==> src/hdl/tx_cal_bilinear_interp_defines.svh <==
// ---------------------------------------------------------------------------
// tx_cal_bilinear_interp_defines
// Assertion macros shared by the calibration lookup modules.
// ---------------------------------------------------------------------------
`ifndef TX_CAL_BILINEAR_INTERP_DEFINES_SVH
`define TX_CAL_BILINEAR_INTERP_DEFINES_SVH

// condition holds at every edge out of reset
`define CBI_ASSERT_ALWAYS(lbl, cond, msg) \
    lbl: assert property (@(posedge aclk) disable iff (!aresetn) (cond)) else $error(msg);

// consequent holds in the same cycle as the antecedent
`define CBI_ASSERT_IMPLIES(lbl, ante, cons, msg) \
    lbl: assert property (@(posedge aclk) disable iff (!aresetn) (ante) |-> (cons)) \
        else $error(msg);

// consequent holds in the cycle after the antecedent
`define CBI_ASSERT_NEXT(lbl, ante, cons, msg) \
    lbl: assert property (@(posedge aclk) disable iff (!aresetn) (ante) |=> (cons)) \
        else $error(msg);

`endif

==> src/hdl/cbi_pkg.sv <==
// ---------------------------------------------------------------------------
// cbi_pkg
// Shared constants and types of the transmit calibration lookup.
// ---------------------------------------------------------------------------
package cbi_pkg;

    // grid geometry
    localparam int POWER_ROWS = 101;
    localparam int FREQ_COLS  = 117;
    localparam int WORD_WIDTH = 24;
    localparam int GRID_SIZE  = POWER_ROWS * FREQ_COLS;
    localparam int ADDR_W     = 14;
    localparam int ROW_W      = $clog2(POWER_ROWS);
    localparam int COL_W      = $clog2(FREQ_COLS);

    // field widths
    localparam int OP_W    = 2;
    localparam int FREQ_W  = 13;
    localparam int PWR_W   = 16;
    localparam int VAL_W   = 24;
    localparam int DAC_W   = 8;
    localparam int RES_W   = 24;
    localparam int TF_W    = 6;
    localparam int S_W     = 9;
    localparam int WGT_W   = 14;

    // operation codes
    localparam logic [OP_W-1:0] OP_WR_ATT = 2'd0;
    localparam logic [OP_W-1:0] OP_WR_OFF = 2'd1;
    localparam logic [OP_W-1:0] OP_LOOKUP = 2'd2;

    // frequency axis, MHz
    localparam int FREQ_BASE = 200;
    localparam int FREQ_STEP = 50;
    localparam int FREQ_MAX  = FREQ_BASE + FREQ_STEP * (FREQ_COLS - 1);

    // power axis, 1/256 dBm
    localparam int POWER_TOP = 15;
    localparam int PWR_HI    = POWER_TOP * 256;
    localparam int PWR_LO    = (POWER_TOP - (POWER_ROWS - 1)) * 256;

    // x / 50 as (x * FDIV_MULT) >> FDIV_SHIFT, exact for x below 2^13
    localparam int FDIV_SHIFT = 18;
    localparam int FDIV_MULT  = 5243;
    localparam int FPROD_W    = FREQ_W + 13;

    // u / 50 as (u * ODIV_MULT) >> ODIV_SHIFT, exact for u below 2^30
    localparam int               ODIV_SHIFT = 36;
    localparam logic [30:0]      ODIV_MULT  = 31'd1374389535;
    localparam int               ODIV_U_W   = 30;
    localparam int               ODIV_P_W   = 61;
    localparam logic signed [40:0] ODIV_BIAS = 41'sd419430400;

    // queue depth between front and back
    localparam int QDEPTH = 4;
    localparam int QPTR_W = $clog2(QDEPTH);
    localparam int QCNT_W = $clog2(QDEPTH + 1);

    typedef enum logic [1:0] {
        KIND_WR_ATT = 2'd0,
        KIND_WR_OFF = 2'd1,
        KIND_LOOKUP = 2'd2
    } kind_t;

    // one classified word handed from front to back
    typedef struct packed {
        kind_t                  kind;
        logic [ADDR_W-1:0]      addr;
        logic [WORD_WIDTH-1:0]  value;
        logic [TF_W-1:0]        tf;
        logic [S_W-1:0]         s;
    } entry_t;

endpackage

==> src/hdl/cbi_queue.sv <==
// ---------------------------------------------------------------------------
// cbi_queue
// Short register queue between the front and the back.
// ---------------------------------------------------------------------------
`include "tx_cal_bilinear_interp_defines.svh"

module cbi_queue (
    input  logic             aclk,
    input  logic             aresetn,
    input  logic             push,
    input  cbi_pkg::entry_t  push_entry,
    output logic             full,
    input  logic             pop,
    output logic             head_valid,
    output cbi_pkg::entry_t  head_entry
);

    cbi_pkg::entry_t               slot_reg [cbi_pkg::QDEPTH];
    logic [cbi_pkg::QPTR_W-1:0]    wr_ptr_reg, wr_ptr_next;
    logic [cbi_pkg::QPTR_W-1:0]    rd_ptr_reg, rd_ptr_next;
    logic [cbi_pkg::QCNT_W-1:0]    count_reg, count_next;

    assign full       = (count_reg == cbi_pkg::QCNT_W'(cbi_pkg::QDEPTH));
    assign head_valid = (count_reg != '0);
    assign head_entry = slot_reg[rd_ptr_reg];

    // pointer and fill count update
    always_comb begin
        wr_ptr_next = push ? wr_ptr_reg + 1'b1 : wr_ptr_reg;
        rd_ptr_next = pop  ? rd_ptr_reg + 1'b1 : rd_ptr_reg;
        count_next  = count_reg;
        if (push && !pop) begin
            count_next = count_reg + 1'b1;
        end else if (pop && !push) begin
            count_next = count_reg - 1'b1;
        end
    end

    always_ff @(posedge aclk) begin
        if (!aresetn) begin
            wr_ptr_reg <= '0;
            rd_ptr_reg <= '0;
            count_reg  <= '0;
        end else begin
            wr_ptr_reg <= wr_ptr_next;
            rd_ptr_reg <= rd_ptr_next;
            count_reg  <= count_next;
        end
    end

    always_ff @(posedge aclk) begin
        if (push) begin
            slot_reg[wr_ptr_reg] <= push_entry;
        end
    end

    `CBI_ASSERT_ALWAYS(a_q_count_bound, count_reg <= cbi_pkg::QCNT_W'(cbi_pkg::QDEPTH), "queue overfilled")
    `CBI_ASSERT_IMPLIES(a_q_no_overflow, push, !full || pop, "push into full queue")
    `CBI_ASSERT_IMPLIES(a_q_no_underflow, pop, head_valid, "pop from empty queue")

endmodule

==> config.mk <==
export PLATFORM = sky130hd
export DESIGN_NAME = cbi_queue
export DESIGN_NICKNAME = d
export VERILOG_FILES = /design/src/hdl/cbi_pkg.sv /design/src/hdl/cbi_queue.sv
export VERILOG_INCLUDE_DIRS = /design/src /design/src/hdl
export SDC_FILE = /design/constraint.sdc
export NUM_CORES = 1
export LEC_CHECK = 0
export BUFFER_PORTS_ARGS = -buffer_cell sky130_fd_sc_hd__buf_2
export CORE_MARGIN = 4
export CORE_UTILIZATION = 53
export CTS_BUF_LIST = sky130_fd_sc_hd__clkbuf_4
export CTS_CLUSTER_DIAMETER = 200
export DETAILED_ROUTE_END_ITERATION = 7
export HOLD_SLACK_MARGIN = 0.15
export PLACE_DENSITY_LB_ADDON = 0.3
export SLEW_MARGIN = 20
export SYNTH_ARGS = -nofsm -noshare
export SYNTH_HDL_FRONTEND = slang
export SYNTH_SLANG_ARGS = --single-unit
==> constraint.sdc <==
create_clock -name aclk -period 2.4 [get_ports aclk]
set_input_delay 0.12 -clock aclk [delete_from_list [all_inputs] [get_ports aclk]]
set_output_delay 0.12 -clock aclk [all_outputs]
set_load 0.02 [all_outputs]
[After elaboration in Yosys (flattened, before gate mapping)]
Memory sizes are Yosys's and may differ from the RTL's. A register that Yosys moved wholly into a read port is not among the register bits.
Index checks and enable logic that the tools add are counted.
Storage, ports and cells
  bits in writable memories: 220
  latch bits: 0
  input bits: 59
  bits in registers: 7
  ROM bits: 0
  logic and storage cells: 21
  memories kept: 1
  output and inout port bits: 57
Memory list
  slot_reg: depth 4, bits a word 55, read ports 1, clocked after memory_dff 1, write ports 1, line cbi_queue.sv:18  | cbi_pkg::entry_t slot_reg [cbi_pkg::QDEPTH];
Cells by class
  reduce and logical (&&, ||, !) cells: 6
  div/mod/pow operators: 0
  bitwise gates (word level): 0
  multipliers: 0
  shift operators: 0
  muxes and demuxes: 6
  $add $sub $neg: 4
  eq/ne operators: 1
  $lt $le $gt $ge: 0
Operator list (count)
  $mux W3: 2
  $add A2 B1 Y2 const B: 2
  $mux W2: 2
  $add A3 B1 Y3 const B: 1
  $eq A3 B3 Y1 const B: 1
  $reduce_bool A3 Y1: 1
  $sub A3 B1 Y3 const B: 1
  $logic_and A1 B1 Y1: 2
  $logic_not A1 Y1: 2
  $mux W1: 2
  $reduce_bool A2 Y1: 1

[Logic depth before layout (Yosys ltp)]
  depth in word-level cells: 4
  mapped depth: 7
  depth with buffers taken out: 7

[Worst setup path after synthesis]
OpenSTA, ideal clock, no wires.
  path kind: flip-flop to flip-flop
  from: register wr_ptr_reg[0] (netlist name)
  to: memory slot_reg[2][0] (netlist name), enable pin
  data arrival time: 1.845 ns
  buffers on the path: 0
  slack: 0.137 ns
  cell stages (with the launch flop): 4
  clock period less this slack: 2.263 ns
  cells stage by stage: dfxtp_1 -> inv_1 -> ha_1 -> and2_1
RTL lines
  start: declaration: line cbi_queue.sv:19  | logic [cbi_pkg::QPTR_W-1:0] wr_ptr_reg, wr_ptr_next;
  start signal: assignment: line cbi_queue.sv:45  | wr_ptr_reg <= wr_ptr_next;
  end: declaration: line cbi_queue.sv:18
Straight into the memory's write port.

==> impl_metrics.py <==
metrics = {
    "yosys": {
        "yosysSeqAreaShare_pct": 80.3,
        "ys_warn_count": 0,
        "synthCells": 330,
        "ys_ff_latch": 229,
        "avgSynthCellArea_sq_um": 25.6,
        "syn_nets": 395,
        "synth_cell_types": 21,
        "syn-cell-area_sq_um": 8450,
    },
    "cts": {
        "cts_max_level": 2,
        "cts_inserted_buffers": 52,
        "root_buffer": "clkbuf_4",
        "clkSinkCount": 229,
        "post_cts_resized": 0,
        "cts_tree": "yes",
        "cts_buffer_depth": 3,
        "clk_pin_slew_ns": 0.06,
        "clk_latency_ns": 0.63,
    },
    "place": {
        "dp.cells": 657,
        "hpwl_um": 8950,
        "dp_worst_setup_slack_ns": 0.690,
        "gp_congestion": 0.672,
        "io_buffers": 115,
    },
    "hold_path": {
        "hold_class": "input pin to flip-flop",
    },
    "sta": {
        "finalWorstSetupSlack_ns": 0.230,
        "relSlewSlack_pct": 69.6,
        "finalCritPeriodShare_pct": 90.4,
        "whs_ns": 0.242,
        "hold_viol": 0,
        "slew_viol_final": 0,
        "finClkSkew_ns": 0.0302,
        "rsz0062_at_grt": "false",
        "tns_ns": 0,
        "setup_viol": 0,
        "period_needed_ns": 2.17,
        "fmax_mhz": 461,
        "worst_pin_slew_ns": 0.457,
    },
    "setup_path": {
        "start_kind": "flip-flop",
        "path_cells": "buf_4 -> mux4_1 -> buf_2",
        "critical_path_class": "flip-flop to output port",
        "cp.arrival_ns": 2.05,
        "slowest_delay_ns": 0.60,
        "path_max_fanout": 9,
        "cp_slowest_cell": "mux4_1",
        "critPathTopFamily": "multiplexers",
        "end_kind": "output port",
        "cp_num_buf_inv": 2,
        "crit_required_ns": 2.28,
    },
    "finish": {
        "largest_reg_flops": 220,
        "fill_cells": 1029,
        "syn_to_final_growth_pct": 24.9,
        "nets": 629,
        "drive_above_1_share_pct": 44.3,
        "finalNonFillerCells": 815,
    },
    "global_routing": {
        "grt_usage_pct": 17.8,
        "gr-total-overflow": 0,
        "grt_pass1_wl_um": 24500,
        "grt_max_degree": 31,
        "grt_pass1_vias": 4670,
        "antenna_found_initial": 1,
    },
    "floorplan": {
        "initial_core_util_pct": 54.8,
        "die_w_um": 134,
        "die_h_um": 134,
        "fp-row-count": 45,
        "fp.coreArea_sq_um": 15400,
        "ios": 116,
        "dieArea_sq_um": 18000,
    },
    "route": {
        "drt-total-wl_um": 15400,
        "ant_nets": 0,
        "via_count": 4161,
        "routedWlPerCell_um": 18.9,
        "drt_iter0_markers": 288,
        "first_pass_iters": 4,
        "routed_via_density": 5.11,
        "drc_errors": 0,
    },
    "status": {
        "status": "completed",
    },
    "run": {
        "cap_violations": 0,
    },
    "pwr": {
        "p_leak_nw": 3.73,
        "ir_worst_vdd_mv": 0.496,
        "power_mw": 8.56,
        "power_density_nw_per_um2": 811,
    },
}
[Yosys cell counts]
master / count / share of area (%)
mux2i_1: 2 / 0.24
nand2_1: 1 / 0.044
mux4_1: 5 / 1.6
edfxtp_1: 220 / 78
o21ai_0: 1 / 0.059
xnor2_1: 2 / 0.21
a21boi_0: 1 / 0.089
buf_2: 5 / 0.30
xor2_1: 3 / 0.31
buf_12: 5 / 1.2
mux4_2: 50 / 13
nor3b_1: 1 / 0.089
dfxtp_1: 9 / 2.1
and2_1: 9 / 0.67
or3_1: 2 / 0.15
buf_6: 1 / 0.13
nor2b_1: 2 / 0.15
ha_1: 5 / 0.74
fa_1: 1 / 0.24
clkbuf_2: 1 / 0.059
inv_1: 4 / 0.18
[layout by cell type (no fill, tap or decap), drive strengths merged]
cell type / synthesis / layout
a21boi: 1 / 1
and2: 9 / 9
buf: 11 / 132
clkbuf: 1 / 78
clkinv: 0 / 15
dfxtp: 9 / 9
diode: 0 / 1
dlygate4sd3: 0 / 60
edfxtp: 220 / 220
fa: 1 / 1
ha: 5 / 5
inv: 4 / 4
mux2i: 2 / 2
mux4: 55 / 55
nand2: 1 / 1
nor2b: 2 / 2
nor3b: 1 / 1
o21ai: 1 / 1
or3: 2 / 2
xnor2: 2 / 2
xor2: 3 / 3
[stage by stage]
step | util [%] | area, sq um
after floorplan | - | 8450
after global placement | 60.2 | 9280
after detailed placement | 60.2 | 9280
after CTS | 68.2 | 10500
after global routing | 68.4 | 10600
final | 68.4 | 10600
[timing repair]
| item | 4_1_cts | 5_1_grt |
|---|---|---|
| endpoints found under the hold margin | 229 | 0 |
| hold buffers | 60 | 0 |
| buffers inserted | 0 | 4 |
| endpoints found under the setup margin | 0 | 11 |
[layer usage]
metal	up-vias	wire length, um	global-route usage [%]
met4	0	310	7.01
met2	114	8000	30.2
li1	1909	-	-
met1	2113	6260	22.0
met3	25	825	4.58
met5	-	0	0
[cell families after synthesis]
| logic type | Yosys count | share of synthesized area, % |
|---|---|---|
| xor+xnor | 5 | 0.518 |
| simple gates | 15 | 1.10 |
| compound gates | 2 | 0.148 |
| fa+ha+maj | 6 | 0.977 |
| flops | 229 | 80.3 |
| mux | 57 | 15.1 |
| buf+inv | 16 | 1.85 |
[final timing paths]
check	from	to	slack, ns	cells after the start
min reg2reg	count_reg[2]$_SDFFE_PN0P_	count_reg[2]$_SDFFE_PN0P_	0.55	2
max reg2reg	count_reg[0]$_SDFFE_PN0P_	count_reg[2]$_SDFFE_PN0P_	0.82	4
min	push_entry[27]	slot_reg[1][27]$_DFFE_PP_	0.24	2
max	flip-flop	head_entry[54]	0.23	3
[cell type report]
class                      count  area [sq um]  share of cell area [%]
inverter                       4          15.0                   0.142
clock buffer                  78           586                    5.55
multi-input combinational     85          1510                    14.3
antenna                        1          2.50                  0.0237
sequential                   229          6790                    64.3
clock inverter                15          57.6                   0.545
timing repair buffer         192          1330                    12.6
tap                          211           264                    2.50
[where the power goes]
part           internal, mW  switching [mW]  total, mW
Combinational         0.479           0.581       1.06
Sequential             4.59          0.0577       4.64
Clock                  1.48            1.38       2.86
Note: power is estimated with default switching activity, not from simulation.
