[src/hdl/tx_cal_bilinear_interp_defines.svh]
// ---------------------------------------------------------------------------
// tx_cal_bilinear_interp_defines
// Assertion macros shared by the calibration lookup modules.
// ---------------------------------------------------------------------------
`ifndef TX_CAL_BILINEAR_INTERP_DEFINES_SVH
`define TX_CAL_BILINEAR_INTERP_DEFINES_SVH

// condition holds at every edge out of reset
`define CBI_ASSERT_ALWAYS(lbl, cond, msg) \
    lbl: assert property (@(posedge aclk) disable iff (!aresetn) (cond)) else $error(msg);

// consequent holds in the same cycle as the antecedent
`define CBI_ASSERT_IMPLIES(lbl, ante, cons, msg) \
    lbl: assert property (@(posedge aclk) disable iff (!aresetn) (ante) |-> (cons)) \
        else $error(msg);

// consequent holds in the cycle after the antecedent
`define CBI_ASSERT_NEXT(lbl, ante, cons, msg) \
    lbl: assert property (@(posedge aclk) disable iff (!aresetn) (ante) |=> (cons)) \
        else $error(msg);

`endif

[src/hdl/cbi_pkg.sv]
// ---------------------------------------------------------------------------
// cbi_pkg
// Shared constants and types of the transmit calibration lookup.
// ---------------------------------------------------------------------------
package cbi_pkg;

    // grid geometry
    localparam int POWER_ROWS = 101;
    localparam int FREQ_COLS  = 117;
    localparam int WORD_WIDTH = 24;
    localparam int GRID_SIZE  = POWER_ROWS * FREQ_COLS;
    localparam int ADDR_W     = 14;
    localparam int ROW_W      = $clog2(POWER_ROWS);
    localparam int COL_W      = $clog2(FREQ_COLS);

    // field widths
    localparam int OP_W    = 2;
    localparam int FREQ_W  = 13;
    localparam int PWR_W   = 16;
    localparam int VAL_W   = 24;
    localparam int DAC_W   = 8;
    localparam int RES_W   = 24;
    localparam int TF_W    = 6;
    localparam int S_W     = 9;
    localparam int WGT_W   = 14;

    // operation codes
    localparam logic [OP_W-1:0] OP_WR_ATT = 2'd0;
    localparam logic [OP_W-1:0] OP_WR_OFF = 2'd1;
    localparam logic [OP_W-1:0] OP_LOOKUP = 2'd2;

    // frequency axis, MHz
    localparam int FREQ_BASE = 200;
    localparam int FREQ_STEP = 50;
    localparam int FREQ_MAX  = FREQ_BASE + FREQ_STEP * (FREQ_COLS - 1);

    // power axis, 1/256 dBm
    localparam int POWER_TOP = 15;
    localparam int PWR_HI    = POWER_TOP * 256;
    localparam int PWR_LO    = (POWER_TOP - (POWER_ROWS - 1)) * 256;

    // x / 50 as (x * FDIV_MULT) >> FDIV_SHIFT, exact for x below 2^13
    localparam int FDIV_SHIFT = 18;
    localparam int FDIV_MULT  = 5243;
    localparam int FPROD_W    = FREQ_W + 13;

    // u / 50 as (u * ODIV_MULT) >> ODIV_SHIFT, exact for u below 2^30
    localparam int               ODIV_SHIFT = 36;
    localparam logic [30:0]      ODIV_MULT  = 31'd1374389535;
    localparam int               ODIV_U_W   = 30;
    localparam int               ODIV_P_W   = 61;
    localparam logic signed [40:0] ODIV_BIAS = 41'sd419430400;

    // queue depth between front and back
    localparam int QDEPTH = 4;
    localparam int QPTR_W = $clog2(QDEPTH);
    localparam int QCNT_W = $clog2(QDEPTH + 1);

    typedef enum logic [1:0] {
        KIND_WR_ATT = 2'd0,
        KIND_WR_OFF = 2'd1,
        KIND_LOOKUP = 2'd2
    } kind_t;

    // one classified word handed from front to back
    typedef struct packed {
        kind_t                  kind;
        logic [ADDR_W-1:0]      addr;
        logic [WORD_WIDTH-1:0]  value;
        logic [TF_W-1:0]        tf;
        logic [S_W-1:0]         s;
    } entry_t;

endpackage

[src/hdl/cbi_front.sv]
// ---------------------------------------------------------------------------
// cbi_front
// Accepts input words, drops writes out of range and unused codes, and
// turns lookups into a grid base address and the two axis distances.
// ---------------------------------------------------------------------------
module cbi_front (
    input  logic                          aclk,
    input  logic                          aresetn,
    input  logic                          s_valid,
    output logic                          s_ready,
    input  logic [cbi_pkg::OP_W-1:0]      op,
    input  logic [cbi_pkg::ADDR_W-1:0]    idx,
    input  logic [cbi_pkg::VAL_W-1:0]     val,
    input  logic [cbi_pkg::FREQ_W-1:0]    freq,
    input  logic signed [cbi_pkg::PWR_W-1:0] pwr,
    input  logic                          q_full,
    output logic                          q_push,
    output cbi_pkg::entry_t               q_entry
);

    logic                               a_valid_reg, a_valid_next;
    cbi_pkg::kind_t                     a_kind_reg;
    logic [cbi_pkg::ADDR_W-1:0]         a_addr_reg;
    logic [cbi_pkg::WORD_WIDTH-1:0]     a_value_reg;
    logic [cbi_pkg::FREQ_W-1:0]         a_x_reg;
    logic [cbi_pkg::FPROD_W-1:0]        a_prod_reg;
    logic [cbi_pkg::ROW_W-1:0]          a_r_reg;
    logic [cbi_pkg::S_W-1:0]            a_s_reg;

    logic                               accept, keep;
    cbi_pkg::kind_t                     kind;
    logic [cbi_pkg::FREQ_W-1:0]         f_cl, x;
    logic [cbi_pkg::FPROD_W-1:0]        prod;
    logic signed [cbi_pkg::PWR_W-1:0]   p_cl;
    logic signed [cbi_pkg::PWR_W:0]     pdiff;
    logic [14:0]                        pp;
    logic [15:0]                        pp_up;
    logic [cbi_pkg::ROW_W-1:0]          a_row, a_sel, r;
    logic [15:0]                        s_full;

    logic [cbi_pkg::FPROD_W-cbi_pkg::FDIV_SHIFT-1:0] c_raw;
    logic [cbi_pkg::COL_W-1:0]          c;
    logic [cbi_pkg::FREQ_W-1:0]         tf_full;
    logic [cbi_pkg::ADDR_W-1:0]         base;

    assign s_ready = !a_valid_reg || !q_full;
    assign accept  = s_valid && s_ready;
    assign q_push  = a_valid_reg && !q_full;

    // classify the word
    always_comb begin
        keep = 1'b0;
        kind = cbi_pkg::KIND_LOOKUP;
        if (op == cbi_pkg::OP_LOOKUP) begin
            keep = 1'b1;
        end else if (op == cbi_pkg::OP_WR_ATT) begin
            keep = (32'(idx) < cbi_pkg::GRID_SIZE);
            kind = cbi_pkg::KIND_WR_ATT;
        end else if (op == cbi_pkg::OP_WR_OFF) begin
            keep = (32'(idx) < cbi_pkg::GRID_SIZE);
            kind = cbi_pkg::KIND_WR_OFF;
        end
    end

    // clamp frequency, start the divide by the column step
    always_comb begin
        if (32'(freq) < cbi_pkg::FREQ_BASE) begin
            f_cl = cbi_pkg::FREQ_W'(cbi_pkg::FREQ_BASE);
        end else if (32'(freq) > cbi_pkg::FREQ_MAX) begin
            f_cl = cbi_pkg::FREQ_W'(cbi_pkg::FREQ_MAX);
        end else begin
            f_cl = freq;
        end
        x    = f_cl - cbi_pkg::FREQ_W'(cbi_pkg::FREQ_BASE);
        prod = cbi_pkg::FPROD_W'(x) * cbi_pkg::FPROD_W'(cbi_pkg::FDIV_MULT);
    end

    // clamp power, upper row by ceiling, distance below it
    always_comb begin
        if (32'(pwr) < cbi_pkg::PWR_LO) begin
            p_cl = cbi_pkg::PWR_W'(cbi_pkg::PWR_LO);
        end else if (32'(pwr) > cbi_pkg::PWR_HI) begin
            p_cl = cbi_pkg::PWR_W'(cbi_pkg::PWR_HI);
        end else begin
            p_cl = pwr;
        end
        pdiff  = (cbi_pkg::PWR_W+1)'(p_cl) - (cbi_pkg::PWR_W+1)'(cbi_pkg::PWR_LO);
        pp     = pdiff[14:0];
        pp_up  = 16'(pp) + 16'd255;
        a_row  = cbi_pkg::ROW_W'(pp_up[15:8]);
        a_sel  = (a_row == '0) ? cbi_pkg::ROW_W'(1) : a_row;
        r      = cbi_pkg::ROW_W'(cbi_pkg::POWER_ROWS - 1) - a_sel;
        s_full = {1'b0, a_sel, 8'd0} - 16'(pp);
    end

    // stage A control
    always_comb begin
        a_valid_next = a_valid_reg;
        if (q_push) begin
            a_valid_next = 1'b0;
        end
        if (accept && keep) begin
            a_valid_next = 1'b1;
        end
    end

    always_ff @(posedge aclk) begin
        if (!aresetn) begin
            a_valid_reg <= 1'b0;
        end else begin
            a_valid_reg <= a_valid_next;
        end
    end

    always_ff @(posedge aclk) begin
        if (accept) begin
            a_kind_reg  <= kind;
            a_addr_reg  <= idx;
            a_value_reg <= val[cbi_pkg::WORD_WIDTH-1:0];
            a_x_reg     <= x;
            a_prod_reg  <= prod;
            a_r_reg     <= r;
            a_s_reg     <= s_full[cbi_pkg::S_W-1:0];
        end
    end

    // lower column, column distance, flat base address
    always_comb begin
        c_raw = a_prod_reg[cbi_pkg::FPROD_W-1:cbi_pkg::FDIV_SHIFT];
        if (32'(c_raw) > cbi_pkg::FREQ_COLS - 2) begin
            c = cbi_pkg::COL_W'(cbi_pkg::FREQ_COLS - 2);
        end else begin
            c = cbi_pkg::COL_W'(c_raw);
        end
        tf_full = a_x_reg - cbi_pkg::FREQ_W'(c) * cbi_pkg::FREQ_W'(cbi_pkg::FREQ_STEP);
        base    = cbi_pkg::ADDR_W'(a_r_reg) * cbi_pkg::ADDR_W'(cbi_pkg::FREQ_COLS)
                  + cbi_pkg::ADDR_W'(c);
    end

    always_comb begin
        q_entry.kind  = a_kind_reg;
        q_entry.addr  = (a_kind_reg == cbi_pkg::KIND_LOOKUP) ? base : a_addr_reg;
        q_entry.value = a_value_reg;
        q_entry.tf    = tf_full[cbi_pkg::TF_W-1:0];
        q_entry.s     = a_s_reg;
    end

endmodule

[config.mk]
export PLATFORM = sky130hd
export DESIGN_NAME = cbi_front
export DESIGN_NICKNAME = d
export VERILOG_FILES = /design/src/hdl/tx_cal_bilinear_interp_defines.svh /design/src/hdl/cbi_pkg.sv /design/src/hdl/cbi_front.sv
export SDC_FILE = /design/constraint.sdc
export NUM_CORES = 1
export LEC_CHECK = 0
export BUFFER_PORTS_ARGS = -buffer_cell sky130_fd_sc_hd__buf_2
export CAP_MARGIN = 20
export CORE_MARGIN = 2
export CORE_UTILIZATION = 55
export DETAILED_ROUTE_END_ITERATION = 10
export GPL_TIMING_DRIVEN = 0
export PLACE_DENSITY = 0.86
export SETUP_SLACK_MARGIN = 0.2
export SLEW_MARGIN = 20
export SYNTH_ARGS = -nofsm -noshare
export SYNTH_HDL_FRONTEND = slang
export SYNTH_SLANG_ARGS = --single-unit
[constraint.sdc]
create_clock -name aclk -period 8.85 [get_ports aclk]
set_input_delay 0 -clock aclk [delete_from_list [all_inputs] [get_ports aclk]]
set_output_delay 0 -clock aclk [all_outputs]
set_load 0.01 [all_outputs]
# Yosys cells after proc, flatten, opt, wreduce, memory -nomap -nowiden
# Cells that the tools add are included.
totals:
  ff_bits: 89
  wordCells: 52
op_classes:
  addsub: 7
  mul: 3
  n_lt_le_gt_ge: 6
  n_eq_ne: 3
  mux: 14
  n_reduce_logical: 10
ops:
  columns: ["cell", "count"]
  rows:
  - ["2-to-1 mux 15 bit", 2]
  - ["multiplier 13 x 13 -> 26 bit (second input constant)", 1]
  - ["2-to-1 mux 13 bit", 2]
  - ["> comparator 16 x 13 -> 1 bit (second input constant)", 1]
  - ["< comparator 16 bit (second input constant)", 1]
  - ["adder 15 x 8 -> 15 bit (second input constant)", 1]
  - ["subtractor 15 bit (second input constant)", 1]
  - ["adder 14 x 7 -> 14 bit", 1]
  - ["< comparator 14 bit (second input constant)", 1]
  - ["multiplier 7 x 7 -> 14 bit (second input constant)", 1]
  - ["2-to-1 mux 14 bit", 1]
  - ["2-to-1 mux 7 bit", 2]
  - ["> comparator 13 bit (second input constant)", 1]
  - ["< comparator 13 x 8 -> 1 bit (second input constant)", 1]
  - ["subtractor 13 x 8 -> 13 bit (second input constant)", 1]
  - ["subtractor 9 bit", 1]
  - ["> comparator 8 x 7 -> 1 bit (second input constant)", 1]
  - ["logical NOT 7 bit", 1]
  - ["multiplier 7 x 5 -> 5 bit (second input constant)", 1]
  - ["subtractor 7 bit (first input constant)", 1]
  - ["subtractor 6 bit", 1]
  - ["2-to-1 mux 1 bit", 5]
  - ["== test 2 bit (second input constant)", 2]
  - ["2-to-1 mux 2 bit", 2]
  - ["7 further kinds", 10]

# Longest topological paths before layout
# Gate-level depths: netlist (run 1).
depth:
  depth_word: 8
  mapped_depth: 31
  depth_no_buf: 31

# Worst setup path after synthesis (run 1)
# No wires, ideal clock.
synth_timing:
  kind: "input-to-reg"
  from: "input freq[0] (netlist name)"
  to: "register a_prod_reg[24] (netlist name) (data pin)"
  setup_ps: 258
  arrival_time_ps: 6197
  slack_ps: 2395
  stages: 28
  cell_sequence: "or4_1 a41oi_1 o21ai_1 and2_1 o21ai_0 ha_1 nand2b_1 nand2_1 inv_1 a211o_1 xor2_1 nand2_1 ha_1 fa_1 fa_1 inv_1 fa_1 fa_1 inv_1 ha_1 a21oi_1 o211ai_1 a21oi_1 o31ai_1 a41oi_1 o211ai_1 a21oi_1 xnor2_1"
synth_between:
  elab_chain_len: 5
synth_lines:
  columns: ["item", "line", "text"]
  rows:
  - ["start, declared", "cbi_front.sv:14", "input logic [cbi_pkg::FREQ_W-1:0] freq,"]
  - ["> comparator 13 bit", "cbi_front.sv:69", "end else if (32'(freq) > cbi_pkg::FREQ_MAX) begin"]
  - ["2-to-1 mux 13 bit", "cbi_front.sv:69", null]
  - ["2-to-1 mux 13 bit (*)", "cbi_front.sv:67", "if (32'(freq) < cbi_pkg::FREQ_BASE) begin"]
  - ["subtractor 13 x 8 -> 13 bit (*)", "cbi_front.sv:74", "x = f_cl - cbi_pkg::FREQ_W'(cbi_pkg::FREQ_BASE);"]
  - ["multiplier 13 x 13 -> 26 bit (*)", "cbi_front.sv:75", "prod = cbi_pkg::FPROD_W'(x) * cbi_pkg::FPROD_W'(cbi_pkg::FDIV_MULT);"]
  - ["net prod (one bit)", "cbi_front.sv:33", "logic [cbi_pkg::FPROD_W-1:0] prod;"]
  - ["end signal, assigned", "cbi_front.sv:121", "a_prod_reg <= prod;"]
  - ["end, declared", "cbi_front.sv:26", "logic [cbi_pkg::FPROD_W-1:0] a_prod_reg;"]
# The timed path passes the listed nets; every way through them passes the cells marked *.
# A chain may end at the register's enable or synchronous reset.

# Final worst setup path (run 1)
layout_timing:
  from: "input freq[0] (netlist name)"
  to: "register a_prod_reg[22] (netlist name) (data pin)"
# Same word-level chain as after synthesis.

==> results of run 1 <==
[metrics by stage]
stage | cell area [um^2] | worst slack, ns
after global placement | 9080 | 1.53
after global routing | 9840 | 1.06
after floorplan | 8220 | 2.40
final | 9840 | 1.55
after detailed placement | 9110 | 1.37
after CTS | 9840 | 1.68
[placed cells by master, fill, tap and decap left out, types with 7 or more instances in the layout]
| cell | n |
|---|---|
| sky130_fd_sc_hd__inv_1 | 153 |
| sky130_fd_sc_hd__o21ai_0 | 31 |
| sky130_fd_sc_hd__nor2_1 | 17 |
| sky130_fd_sc_hd__ha_1 | 145 |
| sky130_fd_sc_hd__edfxtp_1 | 70 |
| sky130_fd_sc_hd__xnor2_1 | 31 |
| sky130_fd_sc_hd__a21oi_1 | 30 |
| sky130_fd_sc_hd__nor3_1 | 8 |
| sky130_fd_sc_hd__fa_1 | 68 |
| sky130_fd_sc_hd__clkbuf_16 | 9 |
| sky130_fd_sc_hd__xor2_1 | 25 |
| sky130_fd_sc_hd__nand2_1 | 48 |
| sky130_fd_sc_hd__dlygate4sd3_1 | 42 |
| sky130_fd_sc_hd__or3_1 | 7 |
| sky130_fd_sc_hd__a21o_1 | 10 |
| sky130_fd_sc_hd__o21a_1 | 7 |
| sky130_fd_sc_hd__nand3_1 | 9 |
| sky130_fd_sc_hd__buf_2 | 128 |
| sky130_fd_sc_hd__nand2b_1 | 11 |
| sky130_fd_sc_hd__clkbuf_1 | 8 |
[cell families (layout without fill, tap and decap cells)]
kind of cell    Yosys count  count (layout)
xor+xnor                 57              57
compound gates          131             131
simple gates            141             141
flops                    71              71
buf+inv                 166             351
mux                       9               9
fa+ha+maj               213             213
[cell type report]
| class | count | area [um^2] |
|---|---|---|
| clock inverters | 6 | 85.1 |
| multi-input cells | 551 | 5460 |
| well taps | 184 | 230 |
| repair buffers | 169 | 1080 |
| inverters | 153 | 574 |
| flip-flops and latches | 71 | 2120 |
| clock buffers | 10 | 229 |
| fillers | 1019 | 4740 |
| plain buffers | 13 | 70.1 |
[metal layers]
| metal | vias up | wire length (um) | global-route usage, % |
|---|---|---|---|
| li1 | 3056 | - | - |
| met1 | 3008 | 7900 | 29.5 |
| met2 | 219 | 9230 | 43.3 |
| met3 | 34 | 1050 | 5.18 |
| met4 | 0 | 450 | 6.72 |
| met5 | - | 0 | 0 |
[worst min path at each step]
| stage | end | slack [ns] | cells past startpoint |
|---|---|---|---|
| 2_1_floorplan | q_push | 0.05 | 1 |
| 3_3_place_gp | a_value_reg[4] | 0.18 | 1 |
| 3_5_place_dp | a_value_reg[19] | 0.18 | 1 |
| 4_1_cts | a_s_reg[4] | 0.04 | 2 |
| 5_1_grt | a_s_reg[4] | 0.05 | 2 |
| 6_report | a_s_reg[4] | 0.05 | 2 |
[report_power, final]
part           leakage (nW)  total [mW]  switching, mW  internal (mW)
Sequential            0.692       0.482         0.0320          0.450
Combinational          4.01        2.73           1.54           1.18
Clock                 0.150       0.386          0.140          0.246
Total                  4.85        3.59           1.71           1.88
==> metrics.md, run 1 <==
| Metric | Value |
|---|---|
| Total of max-cap violations | 0 |
| Largest buffer count on any clock path | 2 |
| Cell repeated most along the worst path | sky130_fd_sc_hd__inv_1 |
| Height of the die | 126 um |
| Reg2reg start | a_valid_reg |
| RSZ-0062 raised after global routing | false |
| Worst setup path class | input port to flop |
| Clock tree from TritonCTS | yes |
| Slew at the pin closest to its max-slew limit | 0.892 ns |
| Fraction of registers with async set or reset after synthesis | 0% |
| Top cell type's share of synthesized area | 25.6% |
| First drt pass iteration count | 4 |
| Number of storage elements in the synthesis netlist | 71 |
| Vias in the first global route | 6677 |
| Maximum fanout encountered on the critical timing path | 5 |
| Cell types with the highest counts after synthesis | sky130_fd_sc_hd__inv_1 (153), sky130_fd_sc_hd__ha_1 (145), sky130_fd_sc_hd__edfxtp_1 (70), sky130_fd_sc_hd__fa_1 (68), sky130_fd_sc_hd__nand2_1 (48) |
| Post-Synthesis Cells | 788 |
| Synth area leaders | sky130_fd_sc_hd__edfxtp_1 (26%), sky130_fd_sc_hd__ha_1 (22%), sky130_fd_sc_hd__fa_1 (17%) |
| Max-slew violation total from the final report | 0 |
| Initial antenna violation count | 0 |
| Rows | 44 |
| Post-route clock skew | 0.00817 ns |
| Critical Path Stages | 30 |
| Leakage | 4.85 nW |
| Crit path arrival time | 7.37 ns |
| DR WL/cell | 16.1 um |
| Outcome | finished, final reports clean |
| Post-CTS resize count | 0 |
| CTS clock-pin slew for the worst setup and hold paths | 0.06 ns |
| CTS sink cnt | 71 |
| Power consumption | 3.59 mW |
| Effective utilization at floorplan | 56.3% |
| Number of failing setup endpoints in the final timing report | 0 |
| Worst Setup EP | a_prod_reg[22] |
| Post-synthesis mux area share | 1.23% |
| Mapped Nets | 1074 |
| GRT Total Usage | 24.2% |
| Min-Delay Startpoint | pwr[4] |
| Average cell area after synthesis | 10.4 um^2 |
| Crit Reg-Reg Endpoint | a_x_reg[2] |
| Final ANT Viol Nets | 0 |
| Io pins | 130 |
| Dominant combinational cell family by area after synthesis | adder cells |
| Maximum vdd drop | 0.000196 V |
| Part of the cycle the worst path needs | 82.5% |
| Share of final-layout standard cells stronger than drive strength 1 | 18.1% |
| H-tree depth | 3 |
| DP Cell Count | 1099 |
| XOR/XNOR share of the synthesized area | 6.17% |
| Data required, critical path | 8.92 ns |
| Vias per cell | 5.46 |
| Post-detailed-route DRC marker count | 0 |
| Die Outline Area | 0.0159 mm^2 |
| Placed wire-length estimate after detailed placement | 14200 um |
| Later-pin clock latency in the skew report | 0.33 ns |
| Max frequency | 137 MHz |
| Largest incremental delay on the critical path | 0.56 ns |
| Cell with the most instances after synthesis | sky130_fd_sc_hd__inv_1 |
| DRT iter0 DRCs | 308 |
| Most common flop cell mapped by yosys | sky130_fd_sc_hd__edfxtp_1 |
| Clock buffer count from CTS | 9 |
| Startpoint of the most critical setup path | freq[0] |
| Synth Area in Adders | 38.6% |
| Fraction of the yosys area taken by sequential cells | 25.8% |
| Maximum number of pins on one net before global-route repair | 59 |
| Accumulated negative setup slack | 0 ns |
| Area added between synthesis and finish | 19.8% |
| Share of the synthesized area in compound gates (AO/OA/AOI/OAI) | 10.8% |
| Share of the core filled with cells in the final layout | 67.5% |
| Hold Path Class | input port to flop |
| Placeable Area | 0.0146 mm^2 |
| DR vias | 6317 |
| Final-report hold violation count | 0 |
| Cell Pwr Density | 365 mW/mm^2 |
| Root cell of the clock tree | sky130_fd_sc_hd__clkbuf_16 |
| Synth area leader | sky130_fd_sc_hd__edfxtp_1 |
| Reg2reg path depth | 3 |
| Buf/Inv on CP | 6 |
| Number of buffers added for setup after CTS | 0 |
| Placer congestion estimate | 0.929 |
| Worst hold margin | 0.0545 ns |
| Total detailed-routing wirelength | 18600 um |
| Count of input and output buffers | 126 |
| Number of synthesis warnings | 0 |
| Launching element type of the critical path | input port |
| Worst reg-to-reg setup slack | 7.49 ns |
| Number of diodes added for antenna fixing | 0 |
| Cts-stage hold buffer count | 42 |
| Die X | 126 um |
| Worst-path cell with the longest stage delay | sky130_fd_sc_hd__fa_1 |
| Max-Slew Margin vs Limit | 40.0% |
| Overflow left after global routing | 0 |
| Synth Area in Simple Gates | 9.48% |
| Family of cells with the greatest summed delay on the critical path | adder cells |
| Largest register FFs | 24 |
| Final std cells w/o fill | 1157 |
| Crit path capture type | flop |
| Total Nets Final | 1254 |
| Distinct cell type count of the synthesized netlist | 73 |
| Crit path time final | 7.30 ns |
| First-pass GRT wire length | 31400 um |
| Number of flops mapped to enable cells by yosys | 70 |
| Post-Synthesis Cell Area | 0.00822 mm^2 |
(Power assumes the default switching activity.)
==> inputs of run 2 (changes only) <==
ABC_AREA = 1   (was default)
CORE_UTILIZATION = 53   (was 55)
clock period = 6 ns   (was 8.85 ns; I/O delays follow)
==> metrics.md, run 2 <==
| Metric | Value |
|---|---|
| Outcome | finished, final reports clean |
| Distinct cell type count of the synthesized netlist | 46 (-37%) |
| Maximum number of pins on one net before global-route repair | 47 (-20%) |
| Placed wire-length estimate after detailed placement | 14800 um (+4.0%) |
| Setup Slack @ Placement | -0.383 ns (-1.75 ns) |
| Overflow left after global routing | 0 (unchanged) |
| DR WL/cell | 15.2 um (-5.9%) |
| Io pins | 130 (unchanged) |
| Synth area leader | sky130_fd_sc_hd__edfxtp_1 |
| Crit path capture type | flop |
| Mapped Nets | 1224 (+14%) |
| Maximum vdd drop | 0.000352 V (+80%) |
| Final-report hold violation count | 0 (unchanged) |
| Number of flops mapped to enable cells by yosys | 70 (unchanged) |
| Cell with the most instances after synthesis | sky130_fd_sc_hd__inv_1 |
| Placeable Area | 0.0157 mm^2 (+7.3%) |
| Total detailed-routing wirelength | 20400 um (+9.7%) |
| Hold Path Class | input port to flop |
| Max-Slew Margin vs Limit | 54.8% (+15 points) |
| Slew at the pin closest to its max-slew limit | 0.668 ns (-0.224 ns) |
| Relative contribution of sequential cells to total power | 11.8% (-1.6 points) |
| Launching element type of the critical path | input port |
| Data required, critical path | 6.08 ns (-2.84 ns) |
| Initial antenna violation count | 0 (unchanged) |
| GRT Total Usage | 24.8% (+0.56 points) |
| Number of filler cells placed in the layout | 1192 (+17%) |
| Post-route cell area | 0.0103 mm^2 (+4.5%) |
| Most common flop cell mapped by yosys | sky130_fd_sc_hd__edfxtp_1 |
| Worst setup path class | input port to flop |
| Number of synthesis warnings | 0 (unchanged) |
| Share of final-layout standard cells stronger than drive strength 1 | 20.4% (+2.3 points) |
| Cell repeated most along the worst path | sky130_fd_sc_hd__fa_1 |
| Max-slew violation total from the final report | 0 (unchanged) |
| Average cell area after synthesis | 8.95 um^2 (-14%) |
| Final ANT Viol Nets | 0 (unchanged) |
| Maximum fanout encountered on the critical timing path | 10 (+5) |
| Crit path time final | 5.52 ns |
| Number of diodes added for antenna fixing | 0 (unchanged) |
| Number of failing setup endpoints in the final timing report | 0 (unchanged) |
| Cell Pwr Density | 581 mW/mm^2 (+59%) |
| Total Nets Final | 1413 (+13%) |
| Largest incremental delay on the critical path | 0.52 ns (-0.04 ns) |
| Number of storage elements in the synthesis netlist | 71 (unchanged) |
| Worst-path cell with the longest stage delay | sky130_fd_sc_hd__fa_1 |
| Post-route clock skew | 0.0178 ns (+0.00958 ns) |
| Part of the cycle the worst path needs | 92.0% |
| Clock group share of total power | 10.8% (about the same) |
| Cell types with the highest counts after synthesis | sky130_fd_sc_hd__inv_1 (211), sky130_fd_sc_hd__nand2_1 (166), sky130_fd_sc_hd__ha_1 (145), sky130_fd_sc_hd__edfxtp_1 (70), sky130_fd_sc_hd__fa_1 (68) |
| Post-detailed-route DRC marker count | 0 (unchanged) |
| Post-Synthesis Cell Area | 0.00839 mm^2 (+2.1%) |
| Rows | 46 (+4.5%) |
| RSZ-0062 raised after global routing | true |
| CTS clock-pin slew for the worst setup and hold paths | 0.07 ns (about the same) |
| Clock tree from TritonCTS | yes |
| Fraction of the yosys area taken by sequential cells | 25.3% (-0.54 points) |
| DRT iter0 DRCs | 400 (+30%) |
| Height of the die | 130 um (+2.9%) |
| Die Outline Area | 0.0169 mm^2 (+5.8%) |
| Effective utilization at floorplan | 53.6% (-2.7 points) |
| Largest register FFs | 24 (unchanged) |
| Crit path arrival time | 5.60 ns (-1.77 ns) |
| Leakage | 5.38 nW (+11%) |
| Vias in the first global route | 7216 (+8.1%) |
| Power consumption | 5.97 mW (+66%) |
| Placer congestion estimate | 0.861 (-7.3%) |
| Fraction of registers with async set or reset after synthesis | 0% (unchanged) |
| Clock buffer count from CTS | 9 (unchanged) |
| Area added between synthesis and finish | 22.5% |
| CTS sink cnt | 71 (unchanged) |
| H-tree depth | 3 (unchanged) |
| Total of max-cap violations | 0 (unchanged) |
| First drt pass iteration count | 5 (+1) |
| Later-pin clock latency in the skew report | 0.35 ns (+0.02 ns) |
| Commonest non-fill, non-tap cell in the layout | sky130_fd_sc_hd__inv_1 |
| Cell internal pwr | 2.93 mW (+56%) |
| Net load switching power | 3.04 mW (+78%) |
| Share of the core filled with cells in the final layout | 65.7% (-1.8 points) |
| Cell area reported after detailed placement | 0.00933 mm^2 (+2.4%) |
| Synth area leaders | sky130_fd_sc_hd__edfxtp_1 (25%), sky130_fd_sc_hd__ha_1 (22%), sky130_fd_sc_hd__fa_1 (16%) |
| Switching share of power | 51.0% (+3.3 points) |
| Root cell of the clock tree | sky130_fd_sc_hd__clkbuf_16 |
| Count of input and output buffers | 129 (+2.4%) |
| Max frequency | 181 MHz |
| Vias per cell | 5.18 (-5.1%) |
| Die X | 130 um (+2.9%) |
| Post-Synthesis Cells | 938 (+19%) |
| Largest buffer count on any clock path | 2 (unchanged) |
| Most frequent cells in the layout | sky130_fd_sc_hd__inv_1 (209), sky130_fd_sc_hd__nand2_1 (161), sky130_fd_sc_hd__ha_1 (142) |
| Top cell type's share of synthesized area | 25.0% (-0.53 points) |
| DR vias | 6988 (+11%) |
| First-pass GRT wire length | 32600 um (+3.8%) |
| PnR worst setup slack | 0.483 ns (-1.06 ns) |
| Part of the power in combinational logic | 77.4% (+1.5 points) |
[run 2: area by class of cell]
type / count / area (um^2) / share of cell area [%]
Multi-Input combinational cell: 637 / 5510 / 53.6
Sequential cell: 71 / 2120 / 20.6
Timing Repair Buffer: 178 / 1130 / 11.0
Inverter: 222 / 848 / 8.25
Tap cell: 216 / 270 / 2.63
Clock buffer: 9 / 225 / 2.19
Clock inverter: 7 / 128 / 1.24
Buffer: 8 / 55.1 / 0.535
[run 2: critical path, delay by kind of cell]
| family | cells | cell delay (ns) |
|---|---|---|
| compound gates | 6 | 0.96 |
| simple gates | 7 | 0.78 |
| buf+inv | 6 | 0.63 |
| xor+xnor | 2 | 0.43 |
| fa+ha+maj | 7 | 2.76 |
[run 2: worst paths after layout]
path | start | endpoint | slack (ns) | cells past startpoint
min | s_valid | a_valid_reg | 0.01 | 3
max | freq[11] | a_prod_reg[25] | 0.48 | 28
max reg2reg | a_valid_reg | a_prod_reg[25] | 4.55 | 3
min reg2reg | a_valid_reg | a_valid_reg | 0.57 | 2
[run 2: cells by family (layout without fill, tap and decap cells)]
group / count (synthesis) / count (layout) / synth area share [%]
simple gates: 302 / 302 / 16.2
xor+xnor: 34 / 34 / 3.55
compound gates: 88 / 88 / 6.42
fa+ha+maj: 213 / 213 / 37.8
buf+inv: 230 / 424 / 10.7
flops: 71 / 71 / 25.3
[run 2: power groups by stage]
stage / registers, mW / clock network, mW / logic [mW]
2_1_floorplan: 0.709 / 0 / 3.00
3_3_place_gp: 0.706 / 0 / 3.78
3_5_place_dp: 0.709 / 0 / 4.00
4_1_cts: 0.700 / 0.638 / 4.13
5_1_grt: 0.708 / 0.666 / 5.24
6_report: 0.702 / 0.646 / 4.62
[run 2: metal layers]
layer	track usage [%]	wire length, um
met1	26.6	7710
met2	47.1	10900
met3	3.53	926
met4	12.8	927
met5	0	0
[run 2: timing repair]
item	CTS	global route
hold buffers	41	0
cloned	0	0
buffers inserted	0	7
hold endpoints to repair	41	0
setup endpoints to repair	4	8
gates resized for setup	7	27
pin swaps	1	13
[run 2: metrics by stage]
step,TNS (ns),instances,hold slack (ns)
finish,0,1348,0.00960
floorplan,0,938,0.0475
global route,0,1348,0.0188
global placement,-0.874,1283,0.176
detailed placement,-1.31,1284,0.178
CTS,0,1341,0.0122
